--- src/design/ats_divider.sv ---
// restoring divider, one quotient bit per cycle
module ats_divider #(
  parameter int NUM_BITS = 48,
  parameter int DEN_BITS = 40
) (
  input  logic                clk,
  input  logic                rst,
  input  logic                start,
  input  logic [NUM_BITS-1:0] numer,
  input  logic [DEN_BITS-1:0] denom,
  output logic                busy,
  output logic [NUM_BITS-1:0] quot
);
  localparam int CntBits = $clog2(NUM_BITS + 1);
  logic [NUM_BITS-1:0] num_sh;
  logic [DEN_BITS-1:0] rem;
  logic [CntBits-1:0]  cnt;
  logic [DEN_BITS:0]   trial;

  assign trial = {rem, num_sh[NUM_BITS-1]};

  always_ff @(posedge clk) begin
    if (rst) begin
      busy <= 1'b0;
      cnt  <= '0;
    end else if (start) begin
      busy   <= 1'b1;
      cnt    <= CntBits'(NUM_BITS);
      num_sh <= numer;
      rem    <= '0;
      quot   <= '0;
    end else if (busy) begin
      num_sh <= num_sh << 1;
      if (trial >= {1'b0, denom}) begin
        rem  <= DEN_BITS'(trial - {1'b0, denom});
        quot <= {quot[NUM_BITS-2:0], 1'b1};
      end else begin
        // remainder below the divisor, top bit is zero
        rem  <= trial[DEN_BITS-1:0];
        quot <= {quot[NUM_BITS-2:0], 1'b0};
      end
      cnt <= cnt - 1'b1;
      if (cnt == CntBits'(1)) busy <= 1'b0;
    end
  end
endmodule

--- config.mk ---
export PLATFORM = sky130hd
export DESIGN_NAME = ats_divider
export DESIGN_NICKNAME = d
export VERILOG_FILES = /design/src/design/ats_divider.sv
export SDC_FILE = /design/constraint.sdc
export NUM_CORES = 1
export LEC_CHECK = 0
export ABC_AREA = 1
export CORE_MARGIN = 2
export CORE_UTILIZATION = 67
export CTS_BUF_LIST = sky130_fd_sc_hd__clkbuf_2
export CTS_CLUSTER_SIZE = 25
export DETAILED_ROUTE_END_ITERATION = 16
export DONT_BUFFER_PORTS = 1
export PLACE_DENSITY = 0.83
export SLEW_MARGIN = 30
export SYNTH_ARGS = -nofsm -noshare
export SYNTH_HDL_FRONTEND = slang
export SYNTH_SLANG_ARGS = --single-unit
--- constraint.sdc ---
create_clock -name clk -period 8.46 [get_ports clk]
set_clock_uncertainty 0.05 [all_clocks]
set_input_delay 0 -clock clk [delete_from_list [all_inputs] [get_ports clk]]
set_output_delay 0 -clock clk [all_outputs]
set_load 0.01 [all_outputs]
==> results of run 1 <==
-- power by group through the flow --
stage	combinational [mW]	sequential (mW)	clock, mW
2_1_floorplan	0.373	0.897	0
3_3_place_gp	0.452	0.895	0
3_5_place_dp	0.460	0.896	0
4_1_cts	0.522	0.881	0.482
5_1_grt	0.619	0.892	0.517
6_report	0.564	0.889	0.505
-- flip-flops by register name, indices dropped and copies added (netlist names) --
signal / count
cnt: 6
quot: 48
num_sh: 48
rem: 40
busy: 1
-- final cells by class --
| cell class | instances | share of cell area (%) |
|---|---|---|
| flip-flops and latches | 143 | 37.5 |
| well taps | 180 | 2.00 |
| clock buffers | 17 | 0.755 |
| diodes | 3 | 0.0666 |
| multi-input cells | 875 | 36.7 |
| clock inverters | 15 | 1.84 |
| repair buffers | 145 | 13.0 |
| inverters | 244 | 8.18 |
-- synthesized netlist by cell type --
cell type	number	area share, %
sky130_fd_sc_hd__a211oi_1	2	0.16
sky130_fd_sc_hd__a21boi_0	1	0.080
sky130_fd_sc_hd__a21o_1	2	0.16
sky130_fd_sc_hd__a21oi_1	34	1.8
sky130_fd_sc_hd__a21oi_2	4	0.37
sky130_fd_sc_hd__a31oi_1	1	0.067
sky130_fd_sc_hd__and2_1	1	0.067
sky130_fd_sc_hd__buf_1	2	0.080
sky130_fd_sc_hd__buf_2	1	0.053
sky130_fd_sc_hd__buf_6	6	0.72
sky130_fd_sc_hd__clkbuf_1	17	0.68
sky130_fd_sc_hd__dfxtp_1	7	1.5
sky130_fd_sc_hd__edfxtp_1	136	43
sky130_fd_sc_hd__fa_1	1	0.21
sky130_fd_sc_hd__ha_1	42	5.6
sky130_fd_sc_hd__inv_1	242	9.7
sky130_fd_sc_hd__inv_2	1	0.040
sky130_fd_sc_hd__inv_6	1	0.093
sky130_fd_sc_hd__nand2_1	463	18
sky130_fd_sc_hd__nand2_2	7	0.47
sky130_fd_sc_hd__nand2_4	1	0.12
sky130_fd_sc_hd__nand2_8	1	0.21
sky130_fd_sc_hd__nand3_1	37	2.0
sky130_fd_sc_hd__nand3_2	2	0.21
sky130_fd_sc_hd__nand3b_1	9	0.72
sky130_fd_sc_hd__nand4_1	4	0.27
sky130_fd_sc_hd__nor2_1	185	7.4
sky130_fd_sc_hd__nor2_2	11	0.73
sky130_fd_sc_hd__nor2_4	2	0.24
sky130_fd_sc_hd__nor3_1	4	0.21
sky130_fd_sc_hd__nor3b_1	1	0.080
sky130_fd_sc_hd__o21a_1	1	0.080
sky130_fd_sc_hd__o21ai_0	19	1.0
sky130_fd_sc_hd__o21ai_1	12	0.64
sky130_fd_sc_hd__o21bai_1	3	0.24
sky130_fd_sc_hd__or2_2	2	0.13
sky130_fd_sc_hd__xnor2_1	2	0.19
sky130_fd_sc_hd__xor2_1	21	2.0
-- logic make-up (layout without fill, tap and decap cells) --
family | count (synthesis) | in the layout
and+or+nand+nor | 730 | 730
other | 0 | 3
adders and majority gates | 43 | 43
xor gates and xnor gates | 23 | 23
AOI/OAI and AO/OA | 79 | 79
buffers and inverters | 270 | 421
DFF | 143 | 143
-- routing by layer --
| metal | global-route usage (%) | routed length, um | vias to the layer above |
|---|---|---|---|
| li1 | - | - | 4232 |
| met5 | 0 | 0 | - |
| met4 | 22.9 | 1850 | 0 |
| met1 | 49.5 | 11100 | 4097 |
| met3 | 8.60 | 3120 | 163 |
| met2 | 70.0 | 14600 | 688 |
-- repair_timing --
item	CTS	global route
hold endpoints to repair	222	0
hold buffers	141	0
buffers inserted	0	0
-- worst paths after layout --
kind                  end       start  cells after the start
setup / recovery  rem[28]  num_sh[47]                     15
hold / removal     cnt[0]         rst                      3
setup reg to reg  rem[28]  num_sh[47]                     15
hold reg to reg    cnt[0]      cnt[0]                      2
-- per-stage QoR --
| step | worst slack [ns] | total power, mW | instance area, um2 |
|---|---|---|---|
| 6_report | 5.47 | 1.96 | 11300 |
| 5_1_grt | 5.38 | 2.03 | 11300 |
| 4_1_cts | 5.77 | 1.89 | 11300 |
| 3_5_place_dp | 5.84 | 1.36 | 9540 |
| 3_3_place_gp | 5.86 | 1.35 | 9540 |
| 2_1_floorplan | 0.630 | 1.27 | 9410 |
-- worst max-delay path, delay by kind of cell, from the launching register on --
| family | cells | cell delay, ns |
|---|---|---|
| AND/OR/NAND/NOR | 11 | 1.32 |
| adder cells (fa/ha/maj) | 2 | 0.67 |
| flip-flops | 1 | 0.48 |
| buffers and inverters | 2 | 0.25 |
==> results.toml, run 1 <==
[outcome]
outcome = "finished clean"

[yosys]
muxShareOfSynthArea_pct = 0
yosysUniqueCellTypes = 38
synth_compound_area_share_pct = 4.61
synthCells = 1288
fraction_of_the_mapped_netlist_area_in_simple_logic_gates_pct = 31.3
synth_area_in_adders_pct = 5.80
synth_fp_nets = 1422
ys_seq_area_share_pct = 44.9
synth_top_family_by_area = "simple AND/OR/NAND/NOR gates"
ys_ff_latch = 143
synth.yosys.warnings = 0
synthXorXnorAreaFrac_pct = 2.14
synth.avg_cell_area_um2 = 7.31
mappedNetlistArea_mm2 = 0.00941

[grt]
grt_use_total_pct = 41.4
grt_pass1_wl_mm = 46.3
grt_max_degree = 99
number_of_global_route_vias_before_repair = 8844
overflow = 0
grt_antenna_before_repair = 3

[power]
intPower_mw = 1.25
power_frac_comb_pct = 28.8
power_frac_seq_pct = 45.4
power.net_switching_mw = 0.714
swShare_pct = 36.4
clockPowerShare_pct = 25.8
leakagePower_nw = 5.60
pwr_density_cell_mw_per_mm2 = 174
vdd_ir_drop_max_mv = 0.139

[finish]
layoutNonFillerInstCount = 1622
area_growth_pct = 19.7
fin_util_pct = 81.5
commonest_non_fill_non_tap_cell_in_the_layout = "sky130_fd_sc_hd__nand2_1"
seqCellArea_mm2 = 0.00422
num-nets-final = 1560
n_fill_cell = 832
multi_input_comb_area_mm2 = 0.00414
drive_gt1_share_pct = 4.79
layout_common_cells = "sky130_fd_sc_hd__nand2_1 (463), sky130_fd_sc_hd__inv_1 (242), sky130_fd_sc_hd__nor2_1 (185)"

[floorplanning]
floorplan.initialDensity_pct = 68.1
chipWidth_um = 123
design.portCount = 140
die_area_mm2 = 0.0150
core.rowCount = 43
fp.dieH_um = 123
design.core.area_mm2 = 0.0138

[sta]
pin_slew_with_the_least_headroom_to_its_limit_ns = 0.916
maxClockFrequency_ghz = 0.335
hold_viol_final = 0
fin_setup_tns_ns = 0
rsz0062_at_grt = "false"
timing.final.setup_violations = 0
finalHoldWorstSlack_ns = 0.184
timing.final.crit_share_pct = 35.3
report.final.slew_viol_count = 0
period_minus_slack_ns = 2.99
worst_slew_margin_rel_pct = 39.0

[worst_setup_path]
path_common_cell = "sky130_fd_sc_hd__nand2_1"
critical_path_arrival_ns = 3.49
critPathMaxStageDelay_ns = 0.48
worstSetupEndpointType = "register"
slowest_cp_cell = "sky130_fd_sc_hd__edfxtp_1"
critPathRequiredTime_ns = 8.97
path_cells = "inv_1 > ha_1 > fa_1 > inv_1 > nand2_1 > nand2_1 > nand3_1 > nand2_1 > nand2_1 > nand2_1 > nand2_1 > nand3_1 > nand2_1 > nor2_1 > nor2_1"
timing.reg2reg.setup_slack_ns = 5.47
critPathMaxFanout = 3
cp-start-kind = "register"
worstSetupPathType = "reg2reg"

[routing]
drc_errors = 0
vias_per_cell = 5.66
route.vias.total = 9180
dr.pass1.iters = 6
number_of_routed_nets_with_antenna_violations = 0
drt-total-wl_mm = 30.6
initialDrtViolationCount = 1196
routed_wire_length_per_instance_um = 18.9

[clock_network]
max_clock_buf_depth = 2
postCtsResizedCells = 0
h-tree-depth = 4
root_buffer = "sky130_fd_sc_hd__clkbuf_2"
tritoncts_num_sinks = 143
cts-buffers-inserted = 17
clock_tree_from_tritoncts = "yes"
cts.reportedPaths.clkPinSlew_ns = 0.23
worstSkewPairLatency_ns = 0.80

[placed_design]
placed_cells_incl_taps = 1446
place_congestion = 0.993
placement.io_buffers = 0
detailed_place_hpwl_mm = 16.3

[worst_hold_path]
timing.hold.worst.class = "in2reg"

[job]
max_cap_violations = 0
(Power assumes the default switching activity.)
==> run 2: changes to the inputs <==
--- a/config.mk
+++ b/config.mk
@@ -7,12 +7,12 @@
 export LEC_CHECK = 0
 export ABC_AREA = 1
 export CORE_MARGIN = 2
-export CORE_UTILIZATION = 67
+export CORE_UTILIZATION = 60
 export CTS_BUF_LIST = sky130_fd_sc_hd__clkbuf_2
 export CTS_CLUSTER_SIZE = 25
 export DETAILED_ROUTE_END_ITERATION = 16
 export DONT_BUFFER_PORTS = 1
-export PLACE_DENSITY = 0.83
+export PLACE_DENSITY = 0.79
 export SLEW_MARGIN = 30
 export SYNTH_ARGS = -nofsm -noshare
 export SYNTH_HDL_FRONTEND = slang
==> constraint.sdc (replaced) <==
create_clock -name clk -period 2.48 [get_ports clk]
set_clock_uncertainty 0.05 [all_clocks]
set_input_delay 0 -clock clk [delete_from_list [all_inputs] [get_ports clk]]
set_output_delay 0 -clock clk [all_outputs]
set_load 0.01 [all_outputs]
==> run 2 against run 1 <==
Routed wire length down 5.0%; first-iteration DRC count down 28%; sequential power rose to 3.4 times the previous value; power rose to 3.5 times the previous value; critical endpoint is now rem[30]; largest cell class is now multi-input combinational cells; largest power group unchanged; highest routed layer unchanged.
==> results.toml, run 2 (synthesized netlist as in run 1, its figures left out) <==
[sta]
timing.final.crit_share_pct = 98.4
hold_viol_final = 0
fin_setup_tns_ns = 0
maxClockFrequency_ghz = 0.410
worst_slew_margin_rel_pct = 66.2
timing.final.setup_violations = 0
period_minus_slack_ns = 2.44
pin_slew_with_the_least_headroom_to_its_limit_ns = 0.506
rsz0062_at_grt = "true"
report.final.slew_viol_count = 0
finalHoldWorstSlack_ns = 0.155

[finish]
biggestRegsByFlops = "num_sh (48), quot (48), rem (40)"
layout_common_cells = "sky130_fd_sc_hd__nand2_1 (452), sky130_fd_sc_hd__inv_1 (240), sky130_fd_sc_hd__nor2_1 (171)"
drive_gt1_share_pct = 12.4
layoutNonFillerInstCount = 1705
commonest_non_fill_non_tap_cell_in_the_layout = "sky130_fd_sc_hd__nand2_1"
area_growth_pct = 29.4
num-nets-final = 1613
fin_area_mm2 = 0.0122

[placed_design]
place_congestion = 0.997
placed_cells_incl_taps = 1515
detailed_place_hpwl_mm = 16.7
dpl_cell_area_mm2 = 0.00990
placement.io_buffers = 0

[clock_network]
h-tree-depth = 4
root_buffer = "sky130_fd_sc_hd__clkbuf_2"
cts.reportedPaths.clkPinSlew_ns = 0.26
worstSkewPairLatency_ns = 0.79
cts-buffers-inserted = 17
clock_tree_from_tritoncts = "yes"
max_clock_buf_depth = 2
tritoncts_num_sinks = 143

[floorplanning]
design.core.area_mm2 = 0.0153
die_area_mm2 = 0.0167
core.rowCount = 45
design.portCount = 140
chipWidth_um = 129
floorplan.initialDensity_pct = 61.7
fp.dieH_um = 129

[worst_setup_path]
worst_r2r_endpoint = "rem[30]"
critPathRequiredTime_ns = 2.99
critical_path_arrival_ns = 2.95
rr_startpoint = "rem[36]"
slowest_cp_cell = "sky130_fd_sc_hd__edfxtp_1"
critPathMaxStageDelay_ns = 0.47
worst_setup_path_startpoint = "rem[36]"
timing.reg2reg.setup_slack_ns = 0.04
cp-start-kind = "register"
path_cells = "ha_1 > nand2_1 > nor3_2 > nand2_1 > nor2_2 > nand2_4 > nand2_8 > buf_4 > nand2_1 > nor2_1 > nor2_1"
cp_delay_by_family_top = "simple AND/OR/NAND/NOR gates"
worstSetupEndpointType = "register"
worst-path-buf-inv = 1
path_common_cell = "sky130_fd_sc_hd__nand2_1"
worstSetupPathType = "reg2reg"
critPathMaxFanout = 8
ff2ff_path_depth = 11

[outcome]
outcome = "finished clean"

[routing]
initialDrtViolationCount = 866
number_of_routed_nets_with_antenna_violations = 0
route.vias.total = 9174
drc_errors = 0
vias_per_cell = 5.38
drt-total-wl_mm = 29.1
dr.pass1.iters = 5
routed_wire_length_per_instance_um = 17.1

[grt]
overflow = 0
grt_pass1_wl_mm = 43.2
grt_use_total_pct = 33.9
grt_max_degree = 99
grt_antenna_before_repair = 2
number_of_global_route_vias_before_repair = 8774

[worst_hold_path]
worst_hold_startpoint = "rst"
hold-path-endpoint = "cnt[0]"
timing.hold.worst.class = "in2reg"
timing.hold.worst_path_depth = 3

[power]
vdd_ir_drop_max_mv = 0.481
pwr_density_cell_mw_per_mm2 = 558
post-layout-total-power_mw = 6.80
leakagePower_nw = 5.85

[job]
max_cap_violations = 0
==> run 2: how the worst max path moves through the flow <==
stage	to	slack (ns)	cells after the start
floorplan	num_sh[0]	-0.67	2
global placement	rem[34]	0.01	14
detailed placement	rem[34]	0.01	13
CTS	rem[18]	0.001	12
global route	rem[30]	-0.12	12
finish	rem[30]	0.04	11
==> run 2: layout make-up <==
class	instances	area [um2]
flip-flops and latches	143	4230
inverters	244	926
clock buffers	17	85.1
diodes	2	5.00
repair buffers	197	1890
well taps	211	264
multi-input cells	876	4620
clock inverters	15	168
fillers	1002	3070
==> run 2: tightest hold or removal path, stage by stage <==
cell	delay, ns
sky130_fd_sc_hd__dlygate4sd3_1	0.69
sky130_fd_sc_hd__or2_2	0.22
sky130_fd_sc_hd__a21oi_1	0.06
==> run 2: power breakdown <==
group	total [mW]	internal, mW	switching [mW]	leakage [nW]
Combinational	2.22	0.924	1.30	4.32
Sequential	3.04	2.89	0.153	1.38
Clock	1.53	0.423	1.11	0.147
Total	6.80	4.24	2.56	5.85
==> run 2: through the flow <==
stage / utilization (%) / setup slack (ns)
after floorplan: - / -0.675
after global placement: 64.9 / 0.0119
after detailed placement: 64.9 / 0.0139
after CTS: 76.1 / 0.00107
after global routing: 79.9 / -0.122
final: 79.9 / 0.0409
==> run 2: metal layers <==
metal	vias up	global-route usage (%)	wire length (um)
met1	4257	42.6	11500
met3	104	6.40	2150
met2	473	58.0	14300
met4	0	13.5	1180
met5	-	0	0
li1	4340	-	-
==> run 2: repair_timing <==
action                                 in CTS  in global routing
hold buffers                              142                  0
endpoints found under the hold margin     278                  0
setup buffers                               1                 12
gates cloned                                0                  1
pin swaps                                   0                  5
resized for setup                           2                 68
setup endpoints to repair                  14                 41
==> run 3: changes to the inputs <==
--- a/config.mk
+++ b/config.mk
@@ -6,12 +6,14 @@
 export NUM_CORES = 1
 export LEC_CHECK = 0
 export ABC_AREA = 1
+export CORE_ASPECT_RATIO = 0.75
 export CORE_MARGIN = 2
 export CORE_UTILIZATION = 60
 export CTS_BUF_LIST = sky130_fd_sc_hd__clkbuf_2
 export CTS_CLUSTER_SIZE = 25
 export DETAILED_ROUTE_END_ITERATION = 16
 export DONT_BUFFER_PORTS = 1
+export GPL_TIMING_DRIVEN = 0
 export PLACE_DENSITY = 0.79
 export SLEW_MARGIN = 30
 export SYNTH_ARGS = -nofsm -noshare
==> run 3 against run 2 <==
The flow now finishes with violations (negative setup slack); non-clock buffer count is 11 higher; routed wire length is 12% higher; combinational power grew 11%; clock power fell by 7%; critical path type unchanged; critical endpoint is now rem[1].
==> results.toml, run 3 (synthesized netlist as in run 1, its figures left out) <==
[routing]
vias_per_cell = 5.67
number_of_routed_nets_with_antenna_violations = 0
route.vias.total = 9686
dr.pass1.iters = 9
initialDrtViolationCount = 1456
routed_wire_length_per_instance_um = 19.1
drt-total-wl_mm = 32.7
drc_errors = 0

[worst_setup_path]
path_cells = "ha_4 > nand2_1 > nand2_2 > nand2_1 > nand2_1 > nand2_2 > nand3_4 > nand2_4 > nand3_4 > nand2_8 > nand2_8 > buf_6 > o21ai_1 > nor2_1"
critPathMaxFanout = 10
ff2ff_path_depth = 14
critPathRequiredTime_ns = 3.02
cp_delay_by_family_top = "simple AND/OR/NAND/NOR gates"
worst_r2r_endpoint = "rem[1]"
rr_startpoint = "rem[1]"
worstSetupPathType = "reg2reg"
worst-path-buf-inv = 1
critical_path_arrival_ns = 3.13
path_common_cell = "sky130_fd_sc_hd__nand2_1"
worst_setup_path_startpoint = "rem[1]"
timing.reg2reg.setup_slack_ns = -0.11
cp-start-kind = "register"
worstSetupEndpointType = "register"
critPathMaxStageDelay_ns = 0.55
slowest_cp_cell = "sky130_fd_sc_hd__edfxtp_1"

[power]
post-layout-total-power_mw = 6.96
leakagePower_nw = 5.88
vdd_ir_drop_max_mv = 0.373
pwr_density_cell_mw_per_mm2 = 558

[sta]
maxClockFrequency_ghz = 0.386
fin_setup_tns_ns = -1.33
timing.final.setup_violations = 31
finalHoldWorstSlack_ns = 0.261
hold_viol_final = 0
setup_slack_ns = -0.113
pin_slew_with_the_least_headroom_to_its_limit_ns = 0.671
timing.final.crit_share_pct = 105
worst_slew_margin_rel_pct = 55.2
period_minus_slack_ns = 2.59
report.final.slew_viol_count = 0
rsz0062_at_grt = "true"

[grt]
grt_pass1_wl_mm = 46.3
number_of_global_route_vias_before_repair = 8767
grt_antenna_before_repair = 1
grt_max_degree = 23
grt_use_total_pct = 36.5
overflow = 0

[clock_network]
h-tree-depth = 4
tritoncts_num_sinks = 143
cts.reportedPaths.clkPinSlew_ns = 0.34
worstSkewPairLatency_ns = 0.82
max_clock_buf_depth = 2
root_buffer = "sky130_fd_sc_hd__clkbuf_2"
cts-buffers-inserted = 17
clock_tree_from_tritoncts = "yes"

[finish]
area_growth_pct = 32.6
layout_common_cells = "sky130_fd_sc_hd__nand2_1 (440), sky130_fd_sc_hd__inv_1 (235), sky130_fd_sc_hd__nor2_1 (165)"
layoutNonFillerInstCount = 1709
fin_util_pct = 81.7
fin_area_mm2 = 0.0125
commonest_non_fill_non_tap_cell_in_the_layout = "sky130_fd_sc_hd__nand2_1"
n_fill_cell = 911
drive_gt1_share_pct = 14.2
biggestRegsByFlops = "num_sh (48), quot (48), rem (40)"
num-nets-final = 1624

[floorplanning]
fp.dieH_um = 112
design.core.area_mm2 = 0.0153
design.portCount = 140
floorplan.initialDensity_pct = 61.6
core.rowCount = 39
chipWidth_um = 149
die_area_mm2 = 0.0167

[job]
max_cap_violations = 0

[outcome]
outcome = "complete, but fails checks"
failed_checks = "negative setup slack"

[placed_design]
dpl_cell_area_mm2 = 0.00984
placement.io_buffers = 0
placed_cells_incl_taps = 1500
placement.setup.worst_slack_ns = -0.303
place_congestion = 0.992
detailed_place_hpwl_mm = 18.7

[worst_hold_path]
timing.hold.worst.class = "in2reg"
worst_hold_startpoint = "denom[9]"
hold-path-endpoint = "rem[9]"
timing.hold.worst_path_depth = 6
-- run 3: changes by cell type in the layout (fill, tap and decap cells not counted), sizes merged --
| cell | change |
|---|---|
| buf | -6 |
| bufinv | -1 |
| clkbuf | +18 |
| clkinv | +2 |
| clkinvlp | +1 |
| diode | -1 |
| dlygate4sd3 | -1 |
| inv | -2 |
-- run 3: cell type report --
type                            count  area, um2  area share [%]
Inverter                          244        926            7.42
Antenna cell                        1       2.50          0.0201
Clock inverter                     15        143            1.14
Buffer                             26        160            1.28
Tap cell                          205        256            2.06
Multi-Input combinational cell    876       4840            38.8
Sequential cell                   143       4230            33.9
Timing Repair Buffer              182       1840            14.7
Clock buffer                       17       85.1           0.682
-- run 3: worst min-delay path, delay by kind of cell --
family	cells	cell delay (ns)
buf+inv	2	0.63
fa+ha+maj	1	0.18
simple gates	2	0.16
xor+xnor	1	0.07
-- run 3: worst max-delay path by stage --
stage	end	slack, ns	depth (start not counted)
final	rem[1]	-0.11	14
after global routing	rem[34]	-0.16	15
after CTS	rem[10]	0.005	14
after detailed placement	rem[34]	-0.30	13
after global placement	rem[11]	-1.84	3
after floorplan	num_sh[0]	-0.67	2
-- run 3: repair_timing --
item,in CTS,in global routing
pin swaps,4,29
hold buffers,140,0
cloned,1,1
endpoints found under the setup margin,40,41
endpoints found under the hold margin,238,0
gates resized for setup,30,115
setup buffers,7,27
-- run 3: routing by layer --
metal,vias up,track usage (%),routed length (um)
li1,4371,-,-
met4,0,14.5,1890
met3,179,7.85,4080
met2,753,56.3,14100
met5,-,0,0
met1,4383,50.6,12700
-- run 3: power by group --
part           leakage (nW)  switching, mW  total [mW]  internal [mW]
sequential             1.38          0.163        3.05           2.89
combinational          4.36           1.48        2.47          0.993
clock                 0.131           1.12        1.43          0.315
total                  5.88           2.76        6.96           4.20
